### src/hdl/cqsr_pkg.sv
package cqsr_pkg;

  localparam int WORD_W = 32;
  localparam int ITER_W = 8;
  localparam int STAT_W = 2;
  localparam int CFG_IDX_W = 3;
  localparam int ACC_W = 2 * WORD_W + 2;

  typedef logic signed [WORD_W-1:0] word_t;

  typedef struct packed {
    word_t re;
    word_t im;
  } cplx_t;

  typedef struct packed {
    word_t start_a_re;
    word_t start_a_im;
    word_t start_b_re;
    word_t start_b_im;
  } in_item_t;

  typedef struct packed {
    word_t               root_re;
    word_t               root_im;
    logic [WORD_W-1:0]   residual_sq;
    logic [ITER_W-1:0]   iterations_used;
    logic [STAT_W-1:0]   status;
  } out_item_t;

  typedef struct packed {
    cplx_t             c0;
    cplx_t             c1;
    cplx_t             c2;
    logic [WORD_W-1:0] tol;
    logic [ITER_W-1:0] max_it;
  } cfg_t;

  localparam logic [STAT_W-1:0] ST_CONV  = 2'd0;
  localparam logic [STAT_W-1:0] ST_LIMIT = 2'd1;
  localparam logic [STAT_W-1:0] ST_ZERO  = 2'd2;

  localparam logic [CFG_IDX_W-1:0] CFG_C0_RE  = 3'd0;
  localparam logic [CFG_IDX_W-1:0] CFG_C0_IM  = 3'd1;
  localparam logic [CFG_IDX_W-1:0] CFG_C1_RE  = 3'd2;
  localparam logic [CFG_IDX_W-1:0] CFG_C1_IM  = 3'd3;
  localparam logic [CFG_IDX_W-1:0] CFG_C2_RE  = 3'd4;
  localparam logic [CFG_IDX_W-1:0] CFG_C2_IM  = 3'd5;
  localparam logic [CFG_IDX_W-1:0] CFG_TOL    = 3'd6;
  localparam logic [CFG_IDX_W-1:0] CFG_MAX_IT = 3'd7;

  typedef enum logic [3:0] {
    OP_NONE, OP_LOAD, OP_XB, OP_SQ, OP_C1, OP_C2, OP_SUM, OP_NORM,
    OP_SWAP, OP_DE, OP_NORME, OP_NUM, OP_DIVRE, OP_DIVIM, OP_ZF, OP_UPD
  } op_t;

  typedef enum logic [4:0] {
    S_IDLE, S_SQ, S_C1, S_C2, S_SUM, S_NORM, S_XB, S_TEST, S_SWAP, S_DE,
    S_NORME, S_CHKZ, S_NUM, S_DIVRE, S_DIVIM, S_ZF, S_UPD, S_CHKTOL
  } state_t;

  typedef enum logic [1:0] {
    PH_A, PH_B, PH_UPD
  } phase_t;

  typedef struct packed {
    op_t  op;
    logic sel_b;
    logic root_b;
  } dp_cmd_t;

  typedef struct packed {
    logic done;
    logic ut_zero;
    logic conv;
  } dp_stat_t;

endpackage

### src/hdl/cqsr_ctrl.sv
module cqsr_ctrl (
  input  logic                          clk,
  input  logic                          rst_n,
  input  logic                          start,
  input  logic [cqsr_pkg::ITER_W-1:0]   max_it,
  input  cqsr_pkg::dp_stat_t            stat,
  output cqsr_pkg::dp_cmd_t             cmd,
  output logic                          busy,
  output logic                          out_valid,
  output logic [cqsr_pkg::ITER_W-1:0]   iters,
  output logic [cqsr_pkg::STAT_W-1:0]   status
);

  cqsr_pkg::state_t state_r, state_nxt;
  cqsr_pkg::phase_t phase_r, phase_nxt;
  logic [cqsr_pkg::ITER_W-1:0] iters_r, iters_nxt;
  logic [cqsr_pkg::STAT_W-1:0] status_r, status_nxt;
  logic rootb_r, rootb_nxt;
  logic out_valid_r, out_valid_nxt;

  always_ff @(posedge clk) begin
    if (!rst_n) begin
      state_r     <= cqsr_pkg::S_IDLE;
      phase_r     <= cqsr_pkg::PH_A;
      iters_r     <= '0;
      status_r    <= cqsr_pkg::ST_CONV;
      rootb_r     <= 1'b0;
      out_valid_r <= 1'b0;
    end else begin
      state_r     <= state_nxt;
      phase_r     <= phase_nxt;
      iters_r     <= iters_nxt;
      status_r    <= status_nxt;
      rootb_r     <= rootb_nxt;
      out_valid_r <= out_valid_nxt;
    end
  end

  always_comb begin
    state_nxt     = state_r;
    phase_nxt     = phase_r;
    iters_nxt     = iters_r;
    status_nxt    = status_r;
    rootb_nxt     = rootb_r;
    out_valid_nxt = 1'b0;
    cmd.op        = cqsr_pkg::OP_NONE;
    cmd.sel_b     = (phase_r == cqsr_pkg::PH_B);
    cmd.root_b    = rootb_r;
    case (state_r)
      cqsr_pkg::S_IDLE: begin
        if (start) begin
          cmd.op    = cqsr_pkg::OP_LOAD;
          state_nxt = cqsr_pkg::S_SQ;
          phase_nxt = cqsr_pkg::PH_A;
          iters_nxt = '0;
        end
      end
      cqsr_pkg::S_SQ: begin
        cmd.op = cqsr_pkg::OP_SQ;
        if (stat.done) state_nxt = cqsr_pkg::S_C1;
      end
      cqsr_pkg::S_C1: begin
        cmd.op = cqsr_pkg::OP_C1;
        if (stat.done) state_nxt = cqsr_pkg::S_C2;
      end
      cqsr_pkg::S_C2: begin
        cmd.op = cqsr_pkg::OP_C2;
        if (stat.done) state_nxt = cqsr_pkg::S_SUM;
      end
      cqsr_pkg::S_SUM: begin
        cmd.op    = cqsr_pkg::OP_SUM;
        state_nxt = cqsr_pkg::S_NORM;
      end
      cqsr_pkg::S_NORM: begin
        cmd.op = cqsr_pkg::OP_NORM;
        if (stat.done) begin
          case (phase_r)
            cqsr_pkg::PH_A: state_nxt = cqsr_pkg::S_XB;
            cqsr_pkg::PH_B: state_nxt = cqsr_pkg::S_TEST;
            default: begin
              iters_nxt = iters_r + 1'b1;
              state_nxt = cqsr_pkg::S_CHKTOL;
            end
          endcase
        end
      end
      cqsr_pkg::S_XB: begin
        cmd.op    = cqsr_pkg::OP_XB;
        phase_nxt = cqsr_pkg::PH_B;
        state_nxt = cqsr_pkg::S_SQ;
      end
      cqsr_pkg::S_TEST: begin
        if (iters_r < max_it) begin
          state_nxt = cqsr_pkg::S_SWAP;
        end else begin
          status_nxt    = cqsr_pkg::ST_LIMIT;
          rootb_nxt     = 1'b0;
          out_valid_nxt = 1'b1;
          state_nxt     = cqsr_pkg::S_IDLE;
        end
      end
      cqsr_pkg::S_SWAP: begin
        cmd.op    = cqsr_pkg::OP_SWAP;
        state_nxt = cqsr_pkg::S_DE;
      end
      cqsr_pkg::S_DE: begin
        cmd.op    = cqsr_pkg::OP_DE;
        state_nxt = cqsr_pkg::S_NORME;
      end
      cqsr_pkg::S_NORME: begin
        cmd.op = cqsr_pkg::OP_NORME;
        if (stat.done) state_nxt = cqsr_pkg::S_CHKZ;
      end
      cqsr_pkg::S_CHKZ: begin
        if (stat.ut_zero) begin
          status_nxt    = cqsr_pkg::ST_ZERO;
          rootb_nxt     = 1'b1;
          out_valid_nxt = 1'b1;
          state_nxt     = cqsr_pkg::S_IDLE;
        end else begin
          state_nxt = cqsr_pkg::S_NUM;
        end
      end
      cqsr_pkg::S_NUM: begin
        cmd.op = cqsr_pkg::OP_NUM;
        if (stat.done) state_nxt = cqsr_pkg::S_DIVRE;
      end
      cqsr_pkg::S_DIVRE: begin
        cmd.op = cqsr_pkg::OP_DIVRE;
        if (stat.done) state_nxt = cqsr_pkg::S_DIVIM;
      end
      cqsr_pkg::S_DIVIM: begin
        cmd.op = cqsr_pkg::OP_DIVIM;
        if (stat.done) state_nxt = cqsr_pkg::S_ZF;
      end
      cqsr_pkg::S_ZF: begin
        cmd.op = cqsr_pkg::OP_ZF;
        if (stat.done) state_nxt = cqsr_pkg::S_UPD;
      end
      cqsr_pkg::S_UPD: begin
        cmd.op    = cqsr_pkg::OP_UPD;
        phase_nxt = cqsr_pkg::PH_UPD;
        state_nxt = cqsr_pkg::S_SQ;
      end
      cqsr_pkg::S_CHKTOL: begin
        if (stat.conv) begin
          status_nxt    = cqsr_pkg::ST_CONV;
          rootb_nxt     = 1'b0;
          out_valid_nxt = 1'b1;
          state_nxt     = cqsr_pkg::S_IDLE;
        end else begin
          state_nxt = cqsr_pkg::S_TEST;
        end
      end
      default: state_nxt = cqsr_pkg::S_IDLE;
    endcase
  end

  assign busy      = (state_r != cqsr_pkg::S_IDLE);
  assign out_valid = out_valid_r;
  assign iters     = iters_r;
  assign status    = status_r;

endmodule

### config.mk
export PLATFORM = sky130hd
export DESIGN_NAME = cqsr_ctrl
export DESIGN_NICKNAME = d
export VERILOG_FILES = /design/src/hdl/cqsr_pkg.sv /design/src/hdl/cqsr_ctrl.sv
export SDC_FILE = /design/constraint.sdc
export NUM_CORES = 1
export LEC_CHECK = 0
export BUFFER_PORTS_ARGS = -buffer_cell sky130_fd_sc_hd__buf_2
export CAP_MARGIN = 20
export CORE_ASPECT_RATIO = 1.25
export CORE_MARGIN = 3
export CORE_UTILIZATION = 40
export CTS_CLUSTER_SIZE = 30
export DETAILED_ROUTE_END_ITERATION = 10
export SLEW_MARGIN = 20
export SYNTH_ARGS = -nofsm -noshare
export SYNTH_HDL_FRONTEND = slang
export SYNTH_SLANG_ARGS = --single-unit
export TNS_END_PERCENT = 100
### constraint.sdc
create_clock -name clk -period 2.55 [get_ports clk]
set_clock_uncertainty 0.2 [all_clocks]
set_input_delay 0.51 -clock clk [delete_from_list [all_inputs] [get_ports clk]]
set_output_delay 0.51 -clock clk [all_outputs]
set_load 0.1 [all_outputs]
==> flow_summary.ini, run 1 <==
[run_status]
status = complete, no violations

[setup_path]
critPathMaxFanout = 10
critical_path_class = reg -> out
worstSetupEndpointType = output port
critPathRequiredTime_ns = 1.84
crit_arrival_ns = 1.73
worstSetupStartpointType = flop

[synthesis]
yosys.area_share.simple_pct = 29.4
synth_seq_cells = 19
synth_xor_area_share_pct = 3.52
synth_top_family_by_area = simple AND/OR/NAND/NOR gates
yosysWarnings = 0
synthAdderAreaFrac_pct = 6.71
synth.area.mux_share_pct = 2.68
syn_inst = 198
yosysTopAreaCell = dfxtp_1
synth_compound_gate_area_share_pct = 24.4
seq_area_frac_synth_pct = 25.5
synthTopCellsByArea = dfxtp_1 (25%), ha_1 (6.7%), o21ai_0 (5.0%), nand2_1 (4.8%), a21oi_1 (4.4%)
postSynthAreaPerCell_sq_um = 7.54
synth-edff-count = 0
synth_async_sr_flop_share_pct = 0
yosysTopAreaCellShare_pct = 25.5
synth_ff_type = dfxtp_1
netlist_area_sq_mm = 0.00149
yosysUniqueCellTypes = 53
synth_fp_nets = 220

[route]
wl_per_cell_um = 15.6
dr.pass1.iters = 4
drt-total-wl_um = 4320
drc_errors = 0
ant_nets = 0
routed_via_density = 5.97
vias = 1653
drt_iter0_markers = 112

[global_route]
antenna_found_initial = 0
overflow = 0
grt_use_total_pct = 20.1
grtUsageMet1_pct = 24.0
grt_pass1_wl_um = 7070
grt_max_degree = 17
grt_pass1_vias = 1610
grt-busiest-layer = met2
met3_usage_pct = 2.08
grt_use_met2_pct = 34.8

[cts]
clk_latency_ns = 0.25
clock-root-buffer = clkbuf_8
cts_sinks = 19
numCtsBuffers = 3
h-tree-depth = 1
path_clk_slew_ns = 0.07
post-cts-setup-buffer-count = 0
cts_tree = yes
clockBufferDepth = 2
cts_hold_buf = 0

[finish]
utilization_pct = 54.2
fillers = 355
fin_area_sq_mm = 0.00192
drive_above_1_share_pct = 31.9
stdcell_count = 277
syn2layout_area_growth_pct = 28.7
multi_input_area_sq_mm = 0.00103
antenna_cells = 0
final_nets = 261
area.sequential_sq_um = 393

[floorplanning]
start_util_pct = 42.1
die-area_sq_mm = 0.00451
num_rows = 24
die_width_um = 60.6
core_sq_mm = 0.00354
ioPinCount = 32
die_h_um = 74.3

[power_and_ir_drop]
clkPwrFrac_pct = 13.7
max-vdd-ir-drop_uv = 1010
internal_power_mw = 0.792
p_per_area_mw_per_mm2 = 796
p_sw_mw = 0.738
pwr-share-seq_pct = 24.1
power.total_mw = 1.53
comb_power_share_pct = 62.2
netSwitchingFraction_pct = 48.2
leakage_nw = 0.861

[timing]
min_period_ns = 2.44
slew_violations = 0
tightest_slew_ns = 0.497
slew_headroom_pct = 67.1
fin_crit_sh_pct = 95.7
rsz0062_at_grt = no
tns_ns = 0
fin_ws_ns = 0.109
finalHoldViolations = 0
fmax_ghz = 0.410
fin_hold_ws_ns = 0.263
setup_violations = 0

[worst_hold_path]
hp-class = reg -> reg

[job]
drv_cap = 0

[placement]
post-place-ws_ns = 0.171
dp_hpwl_um = 3350
port_buffers = 31
placed_area_sq_mm = 0.00187
routabilityCongestion = 0.885
dpl.cell_count = 273
==> power groups by stage <==
stage          registers (mW)  clock network, mW  logic (mW)
6_report                0.369              0.209       0.952
5_1_grt                 0.371              0.228        1.02
4_1_cts                 0.364              0.212       0.948
3_5_place_dp            0.371                  0       0.936
3_3_place_gp            0.370                  0       0.931
2_1_floorplan           0.322                  0       0.668
==> cells in the mapped netlist, types with 8 or more instances <==
| library cell | instances |
|---|---|
| nand2_1 | 19 |
| inv_1 | 12 |
| o21ai_0 | 15 |
| ha_1 | 8 |
| nor2_1 | 10 |
| dfxtp_1 | 19 |
| a21oi_1 | 13 |
| nand3_1 | 9 |
==> layout by cell type (no fill, tap or decap), types with 8 or more instances in the layout <==
master	count
dfxtp_2	10
nor2_1	10
a21oi_1	13
buf_4	20
ha_1	8
nand3_1	9
dfxtp_1	9
nand2_1	19
buf_2	26
o21ai_0	12
inv_1	12
==> sequential cells by signal, indices dropped and copies added, names as in the netlist <==
signal,flops
state_r,5
phase_r,2
iters,8
out_valid,1
status,2
rootb_r,1
==> worst max-delay path: stages, from the launching register on <==
cell	delay, ns
dfxtp_2	0.38
or4_1	0.56
or2_2	0.31
buf_4	0.24
==> cell families (layout without fill, tap and decap cells) <==
family,after synthesis,after routing
flip-flops,19,19
buffers and inverters,26,66
AO/OA/AOI/OAI,56,56
multiplexers,4,4
XOR/XNOR,6,6
AND/OR/NAND/NOR,79,79
adder cells (fa/ha/maj),8,8
==> timing repair <==
item | CTS | global route
hold endpoints to repair | 0 | 0
gates resized for setup | 1 | 3
endpoints found under the setup margin | 1 | 5
==> layer usage <==
metal	share of wire, %	wire (um)
met4	2.5	108
met3	5.2	224
met5	0	0
met1	43	1840
met2	50	2150
==> worst paths after layout <==
kind / from / end / slack (ns) / cells after the start
max reg2reg: state_r[2] / status[1] / 0.24 / 5
min reg2reg: rootb_r / rootb_r / 0.26 / 2
min: rootb_r / rootb_r / 0.26 / 2
max: state_r[3] / busy / 0.11 / 3
==> area by class of cell <==
type | instances | area share (%)
multi-input combinational | 153 | 53.6
sequential | 19 | 20.5
timing repair buffer | 50 | 18.8
tap | 39 | 2.54
clock buffer | 4 | 2.35
inverter | 12 | 2.35
No activity file was read; power rests on OpenSTA's default activity.
==> run 2: changes to the inputs <==
Settings changed: CORE_UTILIZATION 40 to 54, PLACE_DENSITY set to 0.79.
==> flow_summary.ini, run 2 (synthesized netlist as in run 1, its figures left out) <==
[global_route]
grt_use_total_pct = 27.7
overflow = 0
grt_pass1_wl_um = 7140
grt_pass1_vias = 1553
antenna_found_initial = 0
grt_max_degree = 14

[finish]
layout_common_cells = buf_2 (26), nand2_1 (18), buf_4 (17), a21oi_1 (12)
antenna_cells = 0
final_nets = 259
drive_above_1_share_pct = 33.1
fin_area_sq_mm = 0.00190
final_common_cell = buf_2
utilization_pct = 75.3
syn2layout_area_growth_pct = 27.5
largest_register_ffs = 8
fillers = 202

[floorplanning]
die_width_um = 53.0
start_util_pct = 59.1
num_rows = 20
die_h_um = 64.8
ioPinCount = 32
core_sq_mm = 0.00253
die-area_sq_mm = 0.00343

[setup_path]
worstSetupStartpointType = flop
r2r_setup_slack_ns = 0.34
reg2reg_to = status[0]
crit_arrival_ns = 1.77
critPathMaxFanout = 8
critical_path_class = reg -> out
critPathRequiredTime_ns = 1.84
rr_worst_depth = 6
rr_startpoint = state_r[4]
worstSetupEndpointType = output port

[timing]
finalHoldViolations = 0
tightest_slew_ns = 0.478
min_period_ns = 2.48
fin_ws_ns = 0.0745
fmax_ghz = 0.404
slew_headroom_pct = 67.9
fin_crit_sh_pct = 97.1
setup_violations = 0
fin_hold_ws_ns = 0.277
slew_violations = 0

[cts]
clockBufferDepth = 2
clock-root-buffer = clkbuf_4
numCtsBuffers = 3
cts_tree = yes
path_clk_slew_ns = 0.11
h-tree-depth = 1
cts_sinks = 19
cts_hold_buf = 0
clk_latency_ns = 0.32

[power_and_ir_drop]
max-vdd-ir-drop_uv = 746
leakage_nw = 0.845
p_per_area_mw_per_mm2 = 780

[route]
wl_per_cell_um = 16.7
ant_nets = 0
drc_errors = 0
drt-total-wl_um = 4490
vias = 1672
drt_iter0_markers = 67
dr.pass1.iters = 4
routed_via_density = 6.22

[placement]
post-place-ws_ns = 0.151
port_buffers = 31
dp_hpwl_um = 3450
placed_area_sq_mm = 0.00182
routabilityCongestion = 0.933

[worst_hold_path]
hold_path_end = rootb_r
whs_path_depth = 2
hp-class = reg -> reg
min_from = rootb_r

[run_status]
status = complete, no violations

[job]
drv_cap = 0
-- run 2: cell count changes in the layout (fill, tap and decap cells not counted), sizes merged --
cell | previous run | this run
clkinvlp | 0 | 1
inv | 12 | 11
buf | 50 | 48
-- run 2: critical path, cell delays in order (launching register included) --
cell     delay (ns)
dfxtp_4        0.38
buf_4          0.16
or4_1          0.42
or2_2          0.31
buf_8          0.18
-- run 2: per-layer routing --
metal | routed length [um] | track usage, %
met5 | 0 | 0
met2 | 2360 | 50.9
met4 | 126 | 11.5
met3 | 294 | 3.68
met1 | 1710 | 30.5
-- run 2: area by class of cell --
| cell class | instances | area [sq um] | share of cell area [%] |
|---|---|---|---|
| multi-input cells | 153 | 1040 | 54.4 |
| flip-flops and latches | 19 | 398 | 20.9 |
| repair buffers | 48 | 353 | 18.5 |
| inverters | 12 | 48.8 | 2.56 |
| well taps | 33 | 41.3 | 2.17 |
| clock buffers | 4 | 26.3 | 1.38 |
-- run 2: how the worst max path moves through the flow --
stage | from | endpoint | slack [ns] | cells past startpoint
after detailed placement | max_it[7] | status[0] | 0.15 | 8
after global placement | max_it[7] | status[0] | 0.23 | 8
after floorplan | state_r[2] | cmd[3] | -0.06 | 6
after global routing | state_r[0] | cmd[4] | -0.05 | 6
final | state_r[1] | busy | 0.07 | 4
after CTS | state_r[3] | cmd[3] | 0.02 | 6
-- run 2: what timing repair did --
item / CTS / global route
resized for setup: 3 / 10
gates cloned: 0 / 0
setup buffers: 0 / 4
setup endpoints to repair: 2 / 5
-- run 2: metrics by stage --
stage	total power [mW]	setup TNS [ns]	std cells
final	1.48	0	269
after global routing	1.56	-0.0483	269
after CTS	1.44	0	265
after detailed placement	1.27	0	261
after global placement	1.26	0	261
after floorplan	0.990	-0.0570	198
-- run 2: report_power, final --
part,total [mW],switching (mW),internal (mW)
Clock,0.166,0.105,0.0613
Combinational,0.966,0.606,0.360
Sequential,0.351,0.0357,0.315
==> run 3: changes to the inputs <==
Settings changed: BUFFER_PORTS_ARGS -buffer_cell sky130_fd_sc_hd__buf_2 to not set, CORE_UTILIZATION 54 to 63, DONT_BUFFER_PORTS set to 1, PLACE_DENSITY 0.79 to 0.89.
==> flow_summary.ini, run 3 (synthesized netlist as in run 1, its figures left out) <==
[run_status]
status = complete, no violations

[floorplanning]
ioPinCount = 32
die-area_sq_mm = 0.00299
core_sq_mm = 0.00223
start_util_pct = 66.8
die_width_um = 49.5
num_rows = 19
die_h_um = 60.4

[cts]
post-cts-setup-buffer-count = 0
cts_sinks = 19
path_clk_slew_ns = 0.11
cts_hold_buf = 0
clockBufferDepth = 2
clock-root-buffer = clkbuf_4
cts_tree = yes
numCtsBuffers = 3
postCtsResizedCells = 6
h-tree-depth = 1
clk_latency_ns = 0.30

[finish]
largest_register_ffs = 8
layout_common_cells = buf_4 (22), nand2_1 (19), a21oi_1 (13)
stdcell_count = 245
drive_above_1_share_pct = 25.7
final_nets = 237
syn2layout_area_growth_pct = 19.9
fin_area_sq_mm = 0.00179
final_common_cell = buf_4
antenna_cells = 0
utilization_pct = 80.1

[setup_path]
critPathRequiredTime_ns = 1.84
crit_arrival_ns = 1.74
worstSetupEndpointType = output port
critical_path_class = reg -> out
worstSetupStartpointType = flop
critPathMaxFanout = 17

[placement]
dp_hpwl_um = 3230
routabilityCongestion = 1.11
dpl.cell_count = 241
post-place-ws_ns = 0.160
placed_area_sq_mm = 0.00175
port_buffers = 0

[global_route]
antenna_found_initial = 0
grt_use_total_pct = 30.3
grt_pass1_wl_um = 7210
grt_pass1_vias = 1592
grtUsageMet1_pct = 32.0
grt_max_degree = 18
overflow = 0
met3_usage_pct = 5.41
grt-busiest-layer = met2
grt_use_met2_pct = 57.5

[route]
dr.pass1.iters = 7
wl_per_cell_um = 17.1
drt-total-wl_um = 4190
vias = 1656
drt_iter0_markers = 86
ant_nets = 0
drc_errors = 0
routed_via_density = 6.76

[job]
drv_cap = 0

[timing]
min_period_ns = 2.45
slew_headroom_pct = 73.3
fin_hold_ws_ns = 0.151
tightest_slew_ns = 0.397
slew_violations = 0
tns_ns = 0
fin_ws_ns = 0.103
fmax_ghz = 0.409
fin_crit_sh_pct = 95.9
finalHoldViolations = 0
setup_violations = 0
rsz0062_at_grt = no

[power_and_ir_drop]
max-vdd-ir-drop_uv = 680
p_per_area_mw_per_mm2 = 779
power.total_mw = 1.39
leakage_nw = 0.746

[worst_hold_path]
hp-class = in -> reg
==> run 3: changes by cell type in the layout (fill, tap and decap cells not counted), moves of 2 or more <==
| cell | before | now |
|---|---|---|
| dfxtp_1 | 9 | 7 |
| dfxtp_4 | 2 | 0 |
| buf_4 | 17 | 22 |
| buf_2 | 26 | 0 |
| dfxtp_2 | 8 | 12 |
==> run 3: final cells by class <==
cell class / count / area (sq um)
Multi-Input combinational cell: 153 / 1040
Fill cell: 163 / 445
Sequential cell: 19 / 395
Timing Repair Buffer: 26 / 245
Inverter: 12 / 45.0
Tap cell: 31 / 38.8
Clock buffer: 4 / 26.3
==> run 3: metal layers <==
| metal | up-vias | part of all wire [%] |
|---|---|---|
| li1 | 755 | - |
| met4 | 0 | 4.8 |
| met1 | 738 | 35 |
| met3 | 36 | 10 |
| met2 | 127 | 50 |
| met5 | - | 0 |
==> run 3: path summary, 6_finish.rpt <==
path / end / slack, ns / start / depth (start not counted)
min reg2reg: rootb_r / 0.30 / rootb_r / 2
max: cmd[3] / 0.10 / state_r[1] / 6
min: iters[0] / 0.15 / rst_n / 2
max reg2reg: status[0] / 0.30 / state_r[2] / 5
==> run 3: worst max-delay path, cell delays in order, from the launching register on <==
cell      delay, ns
dfxtp_2        0.55
buf_4          0.19
nand2b_1       0.15
o22ai_1        0.09
a31oi_1        0.19
o21ai_2        0.09
buf_12         0.17
==> run 3: power breakdown <==
| group | total [mW] | internal, mW | switching [mW] | leakage [nW] |
|---|---|---|---|---|
| clock network | 0.154 | 0.0610 | 0.0932 | 0.0150 |
| logic | 0.867 | 0.305 | 0.561 | 0.571 |
| registers | 0.373 | 0.314 | 0.0592 | 0.159 |
| total | 1.39 | 0.680 | 0.714 | 0.746 |
